<file path="src/rtl/circle_aabb_collision_unit_defines.svh">
// Assertion macros shared by the circle/box collision RTL.
// Include by bare file name; no other dependencies.
`ifndef CIRCLE_AABB_COLLISION_UNIT_DEFINES_SVH
`define CIRCLE_AABB_COLLISION_UNIT_DEFINES_SVH

// Same-cycle implication, disabled during reset.
`define CAC_ASSERT_IMPL(lbl, clk, rst_n, ante, cons) \
    lbl: assert property (@(posedge clk) disable iff (!rst_n) (ante) |-> (cons)) \
        else $error("collision unit assertion failed");

// Next-cycle implication, disabled during reset.
`define CAC_ASSERT_NEXT(lbl, clk, rst_n, ante, cons) \
    lbl: assert property (@(posedge clk) disable iff (!rst_n) (ante) |=> (cons)) \
        else $error("collision unit assertion failed");

`endif

</file>
<file path="src/rtl/cac_pkg.sv">
// Package for the circle/box collision unit: stage counts, context struct
// and the one-step sqrt and divide helpers. No dependencies.
`timescale 1ns / 1ps
`default_nettype none

package cac_pkg;

    localparam int SQ_STAGES  = 16;  // two root bits per stage
    localparam int DIV_STAGES = 8;   // two quotient bits per stage

    typedef struct packed {
        logic        hit;
        logic        sx;
        logic        sy;
        logic [30:0] ax;
        logic [30:0] ay;
        logic [30:0] r;
    } t_ctx;

    typedef struct packed {
        logic [32:0] rem;
        logic [31:0] root;
    } t_sq;

    typedef struct packed {
        logic [31:0] rem;
        logic [15:0] q;
    } t_dv;

    function automatic t_sq sq_step(t_sq s, logic [1:0] pair);
        t_sq         o;
        logic [34:0] rm;
        logic [34:0] trial;
        rm    = {s.rem, pair};
        trial = {1'b0, s.root, 2'b01};
        if (rm >= trial) begin
            o.rem  = 33'(rm - trial);
            o.root = {s.root[30:0], 1'b1};
        end else begin
            o.rem  = rm[32:0];
            o.root = {s.root[30:0], 1'b0};
        end
        return o;
    endfunction

    function automatic t_dv dv_step(t_dv s, logic [30:0] d);
        t_dv         o;
        logic        ge;
        logic [31:0] diff;
        ge    = (s.rem >= {1'b0, d});
        diff  = ge ? (s.rem - {1'b0, d}) : s.rem;
        o.rem = {diff[30:0], 1'b0};
        o.q   = {s.q[14:0], ge};
        return o;
    endfunction

endpackage

`default_nettype wire

</file>
<file path="src/rtl/cac_sqrt.sv">
// Pipelined integer square root, two result bits per stage.
// Depends on cac_pkg.
`timescale 1ns / 1ps
`default_nettype none

module cac_sqrt (
    input  wire logic          i_clk,
    input  wire logic          i_rst_n,
    input  wire logic          i_en,
    input  wire logic          i_vld,
    input  wire logic [63:0]   i_num,
    input  wire cac_pkg::t_ctx i_ctx,
    output      logic          o_vld,
    output      logic [30:0]   o_root,
    output      cac_pkg::t_ctx o_ctx
);
    import cac_pkg::*;

    logic [SQ_STAGES:0] w_vld;
    t_sq                w_st  [SQ_STAGES+1];
    logic [63:0]        w_num [SQ_STAGES+1];
    t_ctx               w_ctx [SQ_STAGES+1];

    assign w_vld[0] = i_vld;
    assign w_st[0]  = '0;
    assign w_num[0] = i_num;
    assign w_ctx[0] = i_ctx;

    for (genvar g = 0; g < SQ_STAGES; g++) begin : g_stage
        t_sq         n_a, n_b;
        logic        r_vld;
        t_sq         r_st;
        logic [63:0] r_num;
        t_ctx        r_ctx;

        always_comb begin
            n_a = sq_step(w_st[g], w_num[g][63-4*g -: 2]);
            n_b = sq_step(n_a, w_num[g][61-4*g -: 2]);
        end

        always_ff @(posedge i_clk) begin
            if (!i_rst_n) begin
                r_vld <= 1'b0;
            end else if (i_en) begin
                r_vld <= w_vld[g];
            end
        end

        always_ff @(posedge i_clk) begin
            if (i_en) begin
                r_st  <= n_b;
                r_num <= w_num[g];
                r_ctx <= w_ctx[g];
            end
        end

        assign w_vld[g+1] = r_vld;
        assign w_st[g+1]  = r_st;
        assign w_num[g+1] = r_num;
        assign w_ctx[g+1] = r_ctx;
    end

    // root of a sum at most radius squared stays below 2^31
    assign o_vld  = w_vld[SQ_STAGES];
    assign o_root = w_st[SQ_STAGES].root[30:0];
    assign o_ctx  = w_ctx[SQ_STAGES];

endmodule

`default_nettype wire

</file>
<file path="config.mk">
export PLATFORM = sky130hd
export DESIGN_NAME = cac_sqrt
export DESIGN_NICKNAME = d
export VERILOG_FILES = /design/src/rtl/circle_aabb_collision_unit_defines.svh /design/src/rtl/cac_pkg.sv /design/src/rtl/cac_sqrt.sv
export SDC_FILE = /design/constraint.sdc
export NUM_CORES = 2
export LEC_CHECK = 0
export CORE_UTILIZATION = 58
export DETAILED_ROUTE_END_ITERATION = 8
export DONT_BUFFER_PORTS = 1
export HOLD_SLACK_MARGIN = 0.08
export PLACE_DENSITY = 0.84
export SYNTH_ARGS = -nofsm -noshare
export SYNTH_HDL_FRONTEND = slang
export SYNTH_SLANG_ARGS = --single-unit
</file>
<file path="constraint.sdc">
create_clock -name i_clk -period 6.4 [get_ports i_clk]
set_input_delay 0.32 -clock i_clk [delete_from_list [all_inputs] [get_ports i_clk]]
set_output_delay 0.32 -clock i_clk [all_outputs]
set_load 0.01 [all_outputs]
</file>
# Word-level counts from Yosys, hierarchy flattened
# Cells that the tools add are included.
# classes
addsub	31
magnitude_cmp	32
mux	32
# op_table
op	n
$mux 65	31
$ge 35x34->1	31
$sub 33x33->33	30
$sub 2x1->3 const B	1
$ge 2x1->1 const B	1
$mux 1	1
# totals
output_inout_bits	128
in_bits	164
regBits	3038
word_cells	253

# Logic depth before layout (Yosys ltp)
# depth
ltp_word	4
ltp_mapped	30
mapped_depth_nobuf	26

# Worst setup path after synthesis
# No wires, ideal clock.
# synth_timing
path_type	flip-flop to flip-flop
from	register g_stage[11].r_st[14] (netlist bit)
to	register g_stage[12].r_st[40] (netlist bit), data pin
t_arrival_ns	6.119
path_buffers	5
setup_time_ns	0.260
synth_period_minus_slack_ns	6.378
required_ns	6.140
slack_ns	0.022
stages_incl_launch_ff	28
path_cell_list	edfxtp_1 > inv_1 > ha_1 > a21o_1 > a21o_1 > a221o_1 > o31ai_1 > nand2_1 > inv_1 > clkbuf_1 > clkbuf_1 > nor2_1 > nor2_1 > ha_1 > clkbuf_1 > a21o_1 > a21o_1 > a21oi_1 > o21ai_0 > a311oi_1 > o31a_1 > o21ai_0 > a221oi_1 > or4b_1 > nand2b_1 > clkbuf_1 > buf_2 > mux2_2
# synth_lines
element	line_no	text
start, declared	cac_sqrt.sv:32	t_sq r_st;
start signal, assigned	cac_sqrt.sv:51	r_st <= n_b;
end signal, assigned	cac_sqrt.sv:51	
end, declared	cac_sqrt.sv:32	

==> results.cfg <==
[run_status]
status = complete, but fails checks
violations = max-slew violations

[power]
irDropWorstVdd_mv = 0.3890
leakage_nw = 56.02
p_per_area_mw_per_mm2 = 402.5

[yosys]
ys.flop_type = edfxtp_1
synth_cell_types = 116
yosysTopAreaCell = edfxtp_1
yosys_warnings = 0
yosysMostFrequentCell = edfxtp_1
synth_top_area_share_pct = 65.29
yosys-top-cells-count = 2758 x edfxtp_1, 630 x nand2_1, 619 x a21oi_1, 607 x nor2_1, 556 x ha_1
synth_area_leaders = edfxtp_1 65%, ha_1 5.5%, xnor2_1 3.0%
async_flop_share_pct = 0
ys_ff_latch = 2774
synth_edf_count = 2758
synth_area_mm2 = 0.1269
ys_seq_area_share_pct = 65.54
synth.avg_cell_area_um2 = 13.34
netlist_instances = 9508

[job]
max_cap_viol_count = 0

[die]
dieArea_mm2 = 0.2206
die_h_um = 469.7
initial_core_util_pct = 58.42
rows = 171
core_area_mm2 = 0.2172
io_pins = 292
die_w_um = 469.7

[place]
dp_slack_ns = -0.1345
post-dp-hpwl_mm = 194.7
io_buffers = 0
place_congestion = 1.006

[sta]
fin_worst_skew_ns = 0.09639
post-route-period-util_pct = 96.41
finalSetupViolations = 0
slew_headroom_pct = -3.411
max_freq_mhz = 162.1
fin_crit_ns = 6.171
rsz0062_at_grt = yes
worstMarginPinSlew_ns = 1.551
finalMaxSlewViolations = 50
setup_slack_ns = 0.2294
hold_violations = 0

[routing]
vias = 80260
first_iter_violations = 7184
first_pass_iters = 7
drc_errors = 0
wl_per_cell_um = 21.26
totalWireLength_mm = 288.7
via_per_inst = 5.911
postRouteAntennaNets = 0

[clocking]
cts_tree = yes
htree_levels = 5
clkTransAtPathRegs_ns = 0.06
cts.sinks = 2774
clk_path_buf_depth = 4
cts-root-buf = clkbuf_16
clk_latency_ns = 0.95
cts_made_buffers = 300

[critical_path]
endpoint_kind = flop
r2r-start = g_stage[8].r_st[0]
reg2reg_to = g_stage[9].r_st[55]
crit_required_ns = 6.98
cp-endpoint = g_stage[9].r_st[55]
cp.arrival_ns = 6.75
critPathLaunch = g_stage[8].r_st[0]
crit_type = flop to flop
rr_worst_depth = 26
reg2reg_slack_ns = 0.23
cp_max_fo = 12
start_kind = flop

[cells_and_area]
drive_gt1_share_pct = 11.81
utilization_pct = 67.76
finalNetCount = 11230
area_growth_pct = 16.00

[grt]
antenna_found_initial = 4
grt_max_degree = 266
grt_pass1_vias = 80050
grt_pass1_wl_mm = 444.1
grt_util_all_layers_pct = 25.67
overflow = 0

[hold_path]
hold_class = primary input to flop
whs_path_depth = 1
logic make-up after synthesis:
group,count (synthesis),share of synthesized area (%)
other,1,0.002956
buffers and inverters,692,2.104
multiplexers,147,1.265
flip-flops,2774,65.54
XOR/XNOR,747,5.157
AND/OR/NAND/NOR,2564,10.23
AO/OA/AOI/OAI,2027,10.22
adder cells (fa/ha/maj),556,5.484
how the worst min path moves through the flow:
| stage | to | slack, ns | startpoint |
|---|---|---|---|
| floorplan | g_stage[10].r_ctx[0] | 0.40 | g_stage[9].r_ctx[0] |
| global placement | g_stage[9].r_ctx[3] | 0.40 | g_stage[8].r_ctx[3] |
| detailed placement | g_stage[10].r_ctx[18] | 0.40 | g_stage[9].r_ctx[18] |
| CTS | g_stage[0].r_ctx[39] | 0.08 | i_ctx[39] |
| global route | g_stage[0].r_ctx[39] | 0.11 | i_ctx[39] |
| finish | g_stage[0].r_ctx[39] | 0.14 | i_ctx[39] |
metal layers:
metal	global-route usage, %	wire length (um)
met1	32.08	115700
met2	45.18	145100
met3	3.249	15830
met4	10.35	12060
met5	0	11
critical path, cell delays in order (launching register included):
cell	delay, ns
edfxtp_1	0.44
inv_1	0.14
ha_1	0.29
nor2b_1	0.15
o21ai_0	0.28
a21oi_1	0.18
o41ai_2	0.32
buf_4	0.19
a21boi_0	0.12
o21ai_0	0.24
a21boi_0	0.15
o21ai_0	0.26
nand2b_1	0.10
xnor2_1	0.15
a21oi_1	0.12
ha_2	0.43
and3_1	0.16
nand4_1	0.18
nor2_2	0.27
nand3_1	0.13
or3_1	0.42
nand4_1	0.17
nor3_2	0.06
and2_2	0.24
buf_4	0.19
or3_1	0.33
xnor2_1	0.15
repair_timing:
item,CTS,global route
setup buffers,0,14
gates resized for setup,2,53
cloned,0,2
pin swaps,0,5
hold endpoints to repair,482,0
hold buffers,321,0
setup endpoints to repair,1,181
power breakdown:
part	internal, mW	switching (mW)
clock network	9.64	7.01
registers	22.6	1.29
logic	8.23	10.4
total	40.5	18.7
registers in the layout, summed over array words and instances (netlist names):
register and count:
g_stage.r_ctx 1440, g_stage.r_st 711, o_ctx 96, o_vld 1, g_stage.r_vld 15, o_root 31
g_stage.r_num 480
area by class of cell:
cell class,count,area [um^2]
Clock inverter,168,1524
Fill cell,14810,70010
Sequential cell,2774,83140
Timing Repair Buffer,917,8124
Antenna cell,1,2.502
Multi-Input combinational cell,6043,41230
Inverter,474,1800
Clock buffer,347,7747
Timing Repair inverter,1,7.507
Tap cell,2854,3571
stage by stage:
stage               area (um^2)  power, mW  setup TNS, ns  std cells  hold WS, ns
floorplan                126900      36.08              0       9509       0.4003
global placement         134300      41.84        -0.1241      12730       0.4001
detailed placement       134300      42.21        -0.1345      12730       0.4045
CTS                      146800      59.18              0      13560      0.08173
global route             147200      62.15        -0.1829      13580       0.1056
finish                   147200      59.23              0      13580       0.1393
cells in the final DEF (no fill, tap or decap), types with 101 or more instances in the layout:
| cell type | Yosys | routed |
|---|---|---|
| clkbuf_16 | 0 | 304 |
| nand3_1 | 189 | 189 |
| nand4_1 | 144 | 144 |
| nor4_1 | 116 | 114 |
| edfxtp_1 | 2758 | 2758 |
| nand2_1 | 630 | 629 |
| ha_1 | 556 | 552 |
| nand2b_1 | 101 | 101 |
| a21o_1 | 303 | 303 |
| buf_4 | 3 | 569 |
| dlygate4sd3_1 | 0 | 320 |
| nor2_1 | 607 | 605 |
| xnor2_1 | 439 | 439 |
| o21ai_0 | 432 | 426 |
| a21oi_1 | 619 | 618 |
| inv_1 | 465 | 461 |
| nor3_1 | 201 | 200 |
| xor2_1 | 308 | 308 |
Power figures use the tool's default switching activity.
