**config.mk**
```make
export PLATFORM = sky130hd
export DESIGN_NAME = cac_div
export DESIGN_NICKNAME = d
export VERILOG_FILES = /design/src/rtl/circle_aabb_collision_unit_defines.svh /design/src/rtl/cac_pkg.sv /design/src/rtl/cac_div.sv
export SDC_FILE = /design/constraint.sdc
export NUM_CORES = 2
export LEC_CHECK = 0
export BUFFER_PORTS_ARGS = -buffer_cell sky130_fd_sc_hd__buf_2
export CORE_MARGIN = 2
export CORE_UTILIZATION = 51
export DETAILED_ROUTE_END_ITERATION = 8
export GPL_ROUTABILITY_DRIVEN = 0
export PLACE_DENSITY = 0.77
export SETUP_SLACK_MARGIN = 0.1
export SLEW_MARGIN = 40
export SYNTH_ARGS = -nofsm -noshare
export SYNTH_HDL_FRONTEND = slang
export SYNTH_SLANG_ARGS = --single-unit
```
**constraint.sdc**
```tcl
create_clock -name i_clk -period 11.65 [get_ports i_clk]
set_clock_uncertainty 0.2 [all_clocks]
set_input_delay 2.33 -clock i_clk [delete_from_list [all_inputs] [get_ports i_clk]]
set_output_delay 2.33 -clock i_clk [all_outputs]
set_load 0.02 [all_outputs]
```
**src/rtl/circle_aabb_collision_unit_defines.svh**
```systemverilog
// Assertion macros shared by the circle/box collision RTL.
// Include by bare file name; no other dependencies.
`ifndef CIRCLE_AABB_COLLISION_UNIT_DEFINES_SVH
`define CIRCLE_AABB_COLLISION_UNIT_DEFINES_SVH

// Same-cycle implication, disabled during reset.
`define CAC_ASSERT_IMPL(lbl, clk, rst_n, ante, cons) \
    lbl: assert property (@(posedge clk) disable iff (!rst_n) (ante) |-> (cons)) \
        else $error("collision unit assertion failed");

// Next-cycle implication, disabled during reset.
`define CAC_ASSERT_NEXT(lbl, clk, rst_n, ante, cons) \
    lbl: assert property (@(posedge clk) disable iff (!rst_n) (ante) |=> (cons)) \
        else $error("collision unit assertion failed");

`endif

```
**src/rtl/cac_pkg.sv**
```systemverilog
// Package for the circle/box collision unit: stage counts, context struct
// and the one-step sqrt and divide helpers. No dependencies.
`timescale 1ns / 1ps
`default_nettype none

package cac_pkg;

    localparam int SQ_STAGES  = 16;  // two root bits per stage
    localparam int DIV_STAGES = 8;   // two quotient bits per stage

    typedef struct packed {
        logic        hit;
        logic        sx;
        logic        sy;
        logic [30:0] ax;
        logic [30:0] ay;
        logic [30:0] r;
    } t_ctx;

    typedef struct packed {
        logic [32:0] rem;
        logic [31:0] root;
    } t_sq;

    typedef struct packed {
        logic [31:0] rem;
        logic [15:0] q;
    } t_dv;

    function automatic t_sq sq_step(t_sq s, logic [1:0] pair);
        t_sq         o;
        logic [34:0] rm;
        logic [34:0] trial;
        rm    = {s.rem, pair};
        trial = {1'b0, s.root, 2'b01};
        if (rm >= trial) begin
            o.rem  = 33'(rm - trial);
            o.root = {s.root[30:0], 1'b1};
        end else begin
            o.rem  = rm[32:0];
            o.root = {s.root[30:0], 1'b0};
        end
        return o;
    endfunction

    function automatic t_dv dv_step(t_dv s, logic [30:0] d);
        t_dv         o;
        logic        ge;
        logic [31:0] diff;
        ge    = (s.rem >= {1'b0, d});
        diff  = ge ? (s.rem - {1'b0, d}) : s.rem;
        o.rem = {diff[30:0], 1'b0};
        o.q   = {s.q[14:0], ge};
        return o;
    endfunction

endpackage

`default_nettype wire

```
**src/rtl/cac_div.sv**
```systemverilog
// Pipelined restoring divide of both axis offsets by the distance,
// two quotient bits per stage. Depends on cac_pkg.
`timescale 1ns / 1ps
`default_nettype none

module cac_div (
    input  wire logic          i_clk,
    input  wire logic          i_rst_n,
    input  wire logic          i_en,
    input  wire logic          i_vld,
    input  wire logic [30:0]   i_dist,
    input  wire cac_pkg::t_ctx i_ctx,
    output      logic          o_vld,
    output      logic [15:0]   o_qx,
    output      logic [15:0]   o_qy,
    output      logic [30:0]   o_dist,
    output      cac_pkg::t_ctx o_ctx
);
    import cac_pkg::*;

    logic [DIV_STAGES:0] w_vld;
    t_dv                 w_x    [DIV_STAGES+1];
    t_dv                 w_y    [DIV_STAGES+1];
    logic [30:0]         w_dist [DIV_STAGES+1];
    t_ctx                w_ctx  [DIV_STAGES+1];

    // offset never exceeds the distance, so the quotient fits 16 bits
    assign w_vld[0]  = i_vld;
    assign w_x[0]    = '{rem: {1'b0, i_ctx.ax}, q: '0};
    assign w_y[0]    = '{rem: {1'b0, i_ctx.ay}, q: '0};
    assign w_dist[0] = i_dist;
    assign w_ctx[0]  = i_ctx;

    for (genvar g = 0; g < DIV_STAGES; g++) begin : g_stage
        t_dv         n_xa, n_xb, n_ya, n_yb;
        logic        r_vld;
        t_dv         r_x, r_y;
        logic [30:0] r_dist;
        t_ctx        r_ctx;

        always_comb begin
            n_xa = dv_step(w_x[g], w_dist[g]);
            n_xb = dv_step(n_xa, w_dist[g]);
            n_ya = dv_step(w_y[g], w_dist[g]);
            n_yb = dv_step(n_ya, w_dist[g]);
        end

        always_ff @(posedge i_clk) begin
            if (!i_rst_n) begin
                r_vld <= 1'b0;
            end else if (i_en) begin
                r_vld <= w_vld[g];
            end
        end

        always_ff @(posedge i_clk) begin
            if (i_en) begin
                r_x    <= n_xb;
                r_y    <= n_yb;
                r_dist <= w_dist[g];
                r_ctx  <= w_ctx[g];
            end
        end

        assign w_vld[g+1]  = r_vld;
        assign w_x[g+1]    = r_x;
        assign w_y[g+1]    = r_y;
        assign w_dist[g+1] = r_dist;
        assign w_ctx[g+1]  = r_ctx;
    end

    assign o_vld  = w_vld[DIV_STAGES];
    assign o_qx   = w_x[DIV_STAGES].q;
    assign o_qy   = w_y[DIV_STAGES].q;
    assign o_dist = w_dist[DIV_STAGES];
    assign o_ctx  = w_ctx[DIV_STAGES];

endmodule

`default_nettype wire

```
Word level (Yosys, flattened, before mapping)
Index checks and enable logic that the tools add are counted.
{ "totals": {"reg_bits": 1602, "in_bits": 131, "out_inout_bits": 160, "word_cells": 200} }
{ "classes": {"add_sub_neg": 30, "magnitude_cmp": 32, "mux": 30} }
{ "op_table": {"columns": ["op", "count"], "rows": [
  ["32-bit by 31-bit >= comparator with 1-bit output", 30],
  ["31-bit 2-to-1 mux", 30],
  ["31-bit subtractor", 30],
  ["31-bit >= comparator", 2]
]} }

Longest topological paths before layout
{ "depth": {"ltp_word": 4, "mapped_depth": 29, "ltp_nobuf": 26} }

Least setup slack after synthesis
No wires, ideal clock.
{ "synth_timing": {"path_kind": "input to register", "from": "in i_dist[12]", "to": "reg g_stage[0].r_x[21] (netlist name), data pin", "setup_time_ns": 0.260, "t_arrival_ns": 7.776, "required_ns": 11.190, "path_slack_ns": 3.414, "path_stages": 25, "path_buffers": 3, "path_cell_list": "inv_1 > ha_1 > and4_1 > and2_1 > a311o_1 > a31oi_1 > a31oi_1 > a311oi_1 > inv_1 > clkbuf_1 > clkbuf_1 > a21oi_1 > ha_1 > nor2b_1 > o31a_1 > o211a_1 > o21ai_1 > o41ai_1 > a21o_1 > a41o_1 > nor2_1 > o21a_1 > o211a_2 > buf_2 > mux2_2"} }
{ "synth_lines": {"columns": ["item", "line", "text"], "rows": [
  ["start: declaration", "cac_div.sv:11", "input wire logic [30:0] i_dist,"],
  ["end signal: assignment", "cac_div.sv:58", "r_x <= n_xb;"],
  ["end: declaration", "cac_div.sv:37", "t_dv r_x, r_y;"]
]} }

==> flow_summary.yaml <==
setup_path:
  crit_arrival_ns: 9.65
  path_buf_inv: 4
  path_class: "in2reg"
  critical-path-top-delay-family: "compound AO/OA/AOI/OAI gates"
  required_ns: 12.02
  cp_slowest_stage_delay_ns: 0.69
  crit_top_cell: "o21ai_0"
  r2r_slack_ns: 2.92
  start_kind: "input pin"
  critPathMaxFanout: 33
  cp-end-kind: "flip-flop"
  slowest_stage: "or4b_2"
clock_network:
  insertion_delay_ns: 0.82
  cts_resized: 0
  numCtsBuffers: 165
  clock-sinks: 1602
  clk_pin_slew_ns: 0.06
  clock_path_buffers: 3
  h-tree-depth: 4
  cts-root-buf: "clkbuf_16"
  cts_hold_buf: 0
  cts_tree: "built"
  post_cts_buffers: 0
drt:
  vias_per_cell: 6.19
  detail_route.wl_per_cell_um: 21.9
  drt_wl_total_um: 281000
  drc: 0
  ant_nets: 0
  num_vias: 79350
  drt-initial-drc-count: 8364
  drt_pass1_iterations: 6
yosys:
  synth.avg_cell_area_sq_um: 10.8
  synth_top_area_frac: 0.457
  async_reset_ff_frac: 0
  synth_common_cells: "edfxtp_1 (1,594), ha_1 (976), a21oi_1 (922)"
  syn_nets: 10781
  yosysMostFrequentCell: "edfxtp_1"
  ys.flop_type: "edfxtp_1"
  yosys_warnings: 0
  synth.distinct_cells: 104
  synth_cells: 9656
  synth_edf_count: 1594
  synthTopCellsByArea: "edfxtp_1 (46%), ha_1 (12%), mux2_2 (5.1%)"
  ys_ff_latch: 1602
  synth_largest_area_cell: "edfxtp_1"
  seq_area_frac_synth: 0.459
  synth.cell_area_sq_um: 105000
floorplan:
  die_w_um: 457
  initial_core_util: 0.512
  die_h_um: 457
  core.rowCount: 166
  dieArea_sq_um: 209000
  pin_count: 291
  core_area_sq_um: 204000
timing:
  worstMarginPinSlew_ns: 0.892
  timing.final.crit_share: 0.796
  relSlewSlack: 0.401
  setup_ws_ns: 2.37
  finalHoldViolations: 0
  slew_violations: 0
  fmax_ghz: 0.108
  rsz0062_at_grt: "false"
  layout_min_cycle_time_ns: 9.28
  setup_viol: 0
  tns_ns: 0
placed_design:
  pre_cts_ws_ns: 1.96
  hpwl_um: 214000
  place_area_sq_um: 109000
  io_buffers: 290
final_layout:
  drive_gt1_frac: 0.120
  multi_input_area_sq_um: 54100
  area_growth_pct: 9.92
  final_util: 0.563
  fin_area_sq_um: 115000
  fillers: 16410
  nNetsFinal: 11101
  final-seq-area_sq_um: 48000
grt:
  grt_overflow: 0
  gr-usage-all-layers: 0.261
  grt_pass1_vias: 77551
  grt_pass1_wl_um: 432000
  antenna_found_initial: 22
  grt_max_degree: 169
run:
  maxCapViolCount: 0
hold_path:
  min_path_type: "reg2reg"
run_status:
  status: "finished clean"
## final timing paths
kind	startpoint	depth (start not counted)	end
worst min register to register	g_stage[3].r_ctx[2]	0	g_stage[4].r_ctx[2]
worst max-delay path	i_dist[1]	26	g_stage[0].r_y[44]
worst min-delay path	g_stage[3].r_ctx[2]	0	g_stage[4].r_ctx[2]
worst max register to register	g_stage[0].r_dist[0]	23	g_stage[1].r_y[47]
## cell usage in the layout, fill, tap and decap left out, drive strengths merged, types with 20 or more instances in the layout
cell / count
a2111oi: 28
a211o: 32
a211oi: 96
a21boi: 35
a21o: 415
a21oi: 929
a311oi: 24
a31o: 33
a31oi: 79
and2: 53
and3: 75
and4: 21
buf: 353
clkbuf: 205
clkinv: 65
edfxtp: 1594
ha: 976
inv: 506
mux2: 484
mux2i: 34
nand2: 607
nand2b: 119
nand3: 165
nand4: 98
nor2: 655
nor2b: 108
nor3: 132
nor4: 22
o2111ai: 20
o211ai: 49
o21a: 146
o21ai: 613
o21bai: 105
o31a: 25
o31ai: 63
or2: 41
or3: 49
xnor2: 515
xor2: 255
## metrics by stage
stage | instances | hold WS (ns)
2_1_floorplan | 9656 | 0.200
3_3_place_gp | 12483 | 0.200
3_5_place_dp | 12494 | 0.205
4_1_cts | 12801 | 0.193
5_1_grt | 12812 | 0.209
6_report | 12815 | 0.198
## area by class of cell
| cell class | instances | share of cell area |
|---|---|---|
| Clock buffer | 205 | 0.0375 |
| Timing Repair Buffer | 353 | 0.0191 |
| Clock inverter | 102 | 0.0103 |
| Antenna cell | 11 | 0.000239 |
| Tap cell | 2688 | 0.0292 |
| Sequential cell | 1602 | 0.417 |
| Multi-Input combinational cell | 7361 | 0.470 |
| Inverter | 493 | 0.0161 |
## kinds of logic (layout without fill, tap and decap cells)
| logic type | after synthesis | in the layout | share of synthesized area |
|---|---|---|---|
| flip-flops | 1602 | 1602 | 0.459 |
| XOR/XNOR | 770 | 770 | 0.0644 |
| multiplexers | 518 | 518 | 0.0553 |
| other | 0 | 11 | 0 |
| AO/OA/AOI/OAI | 2886 | 2886 | 0.176 |
| AND/OR/NAND/NOR | 2193 | 2193 | 0.0988 |
| buffers and inverters | 693 | 1153 | 0.0263 |
| adder cells (fa/ha/maj) | 994 | 994 | 0.120 |
## state kept, by name, indices dropped and copies added (netlist names), 16 cells and up
| name | cells |
|---|---|
| g_stage.r_dist | 217 |
| g_stage.r_y | 273 |
| o_qx | 16 |
| g_stage.r_x | 273 |
| o_ctx | 96 |
| o_dist | 31 |
| o_qy | 16 |
| g_stage.r_ctx | 672 |
## per-layer routing
metal,GRT usage,wire [um]
met1,0.311,107000
met2,0.445,135000
met3,0.0368,18700
met4,0.160,19400
met5,0,31
Power is left out: the tool's default activity adds up to more than one toggle a clock period on the data nets, which glitch-free logic cannot reach.
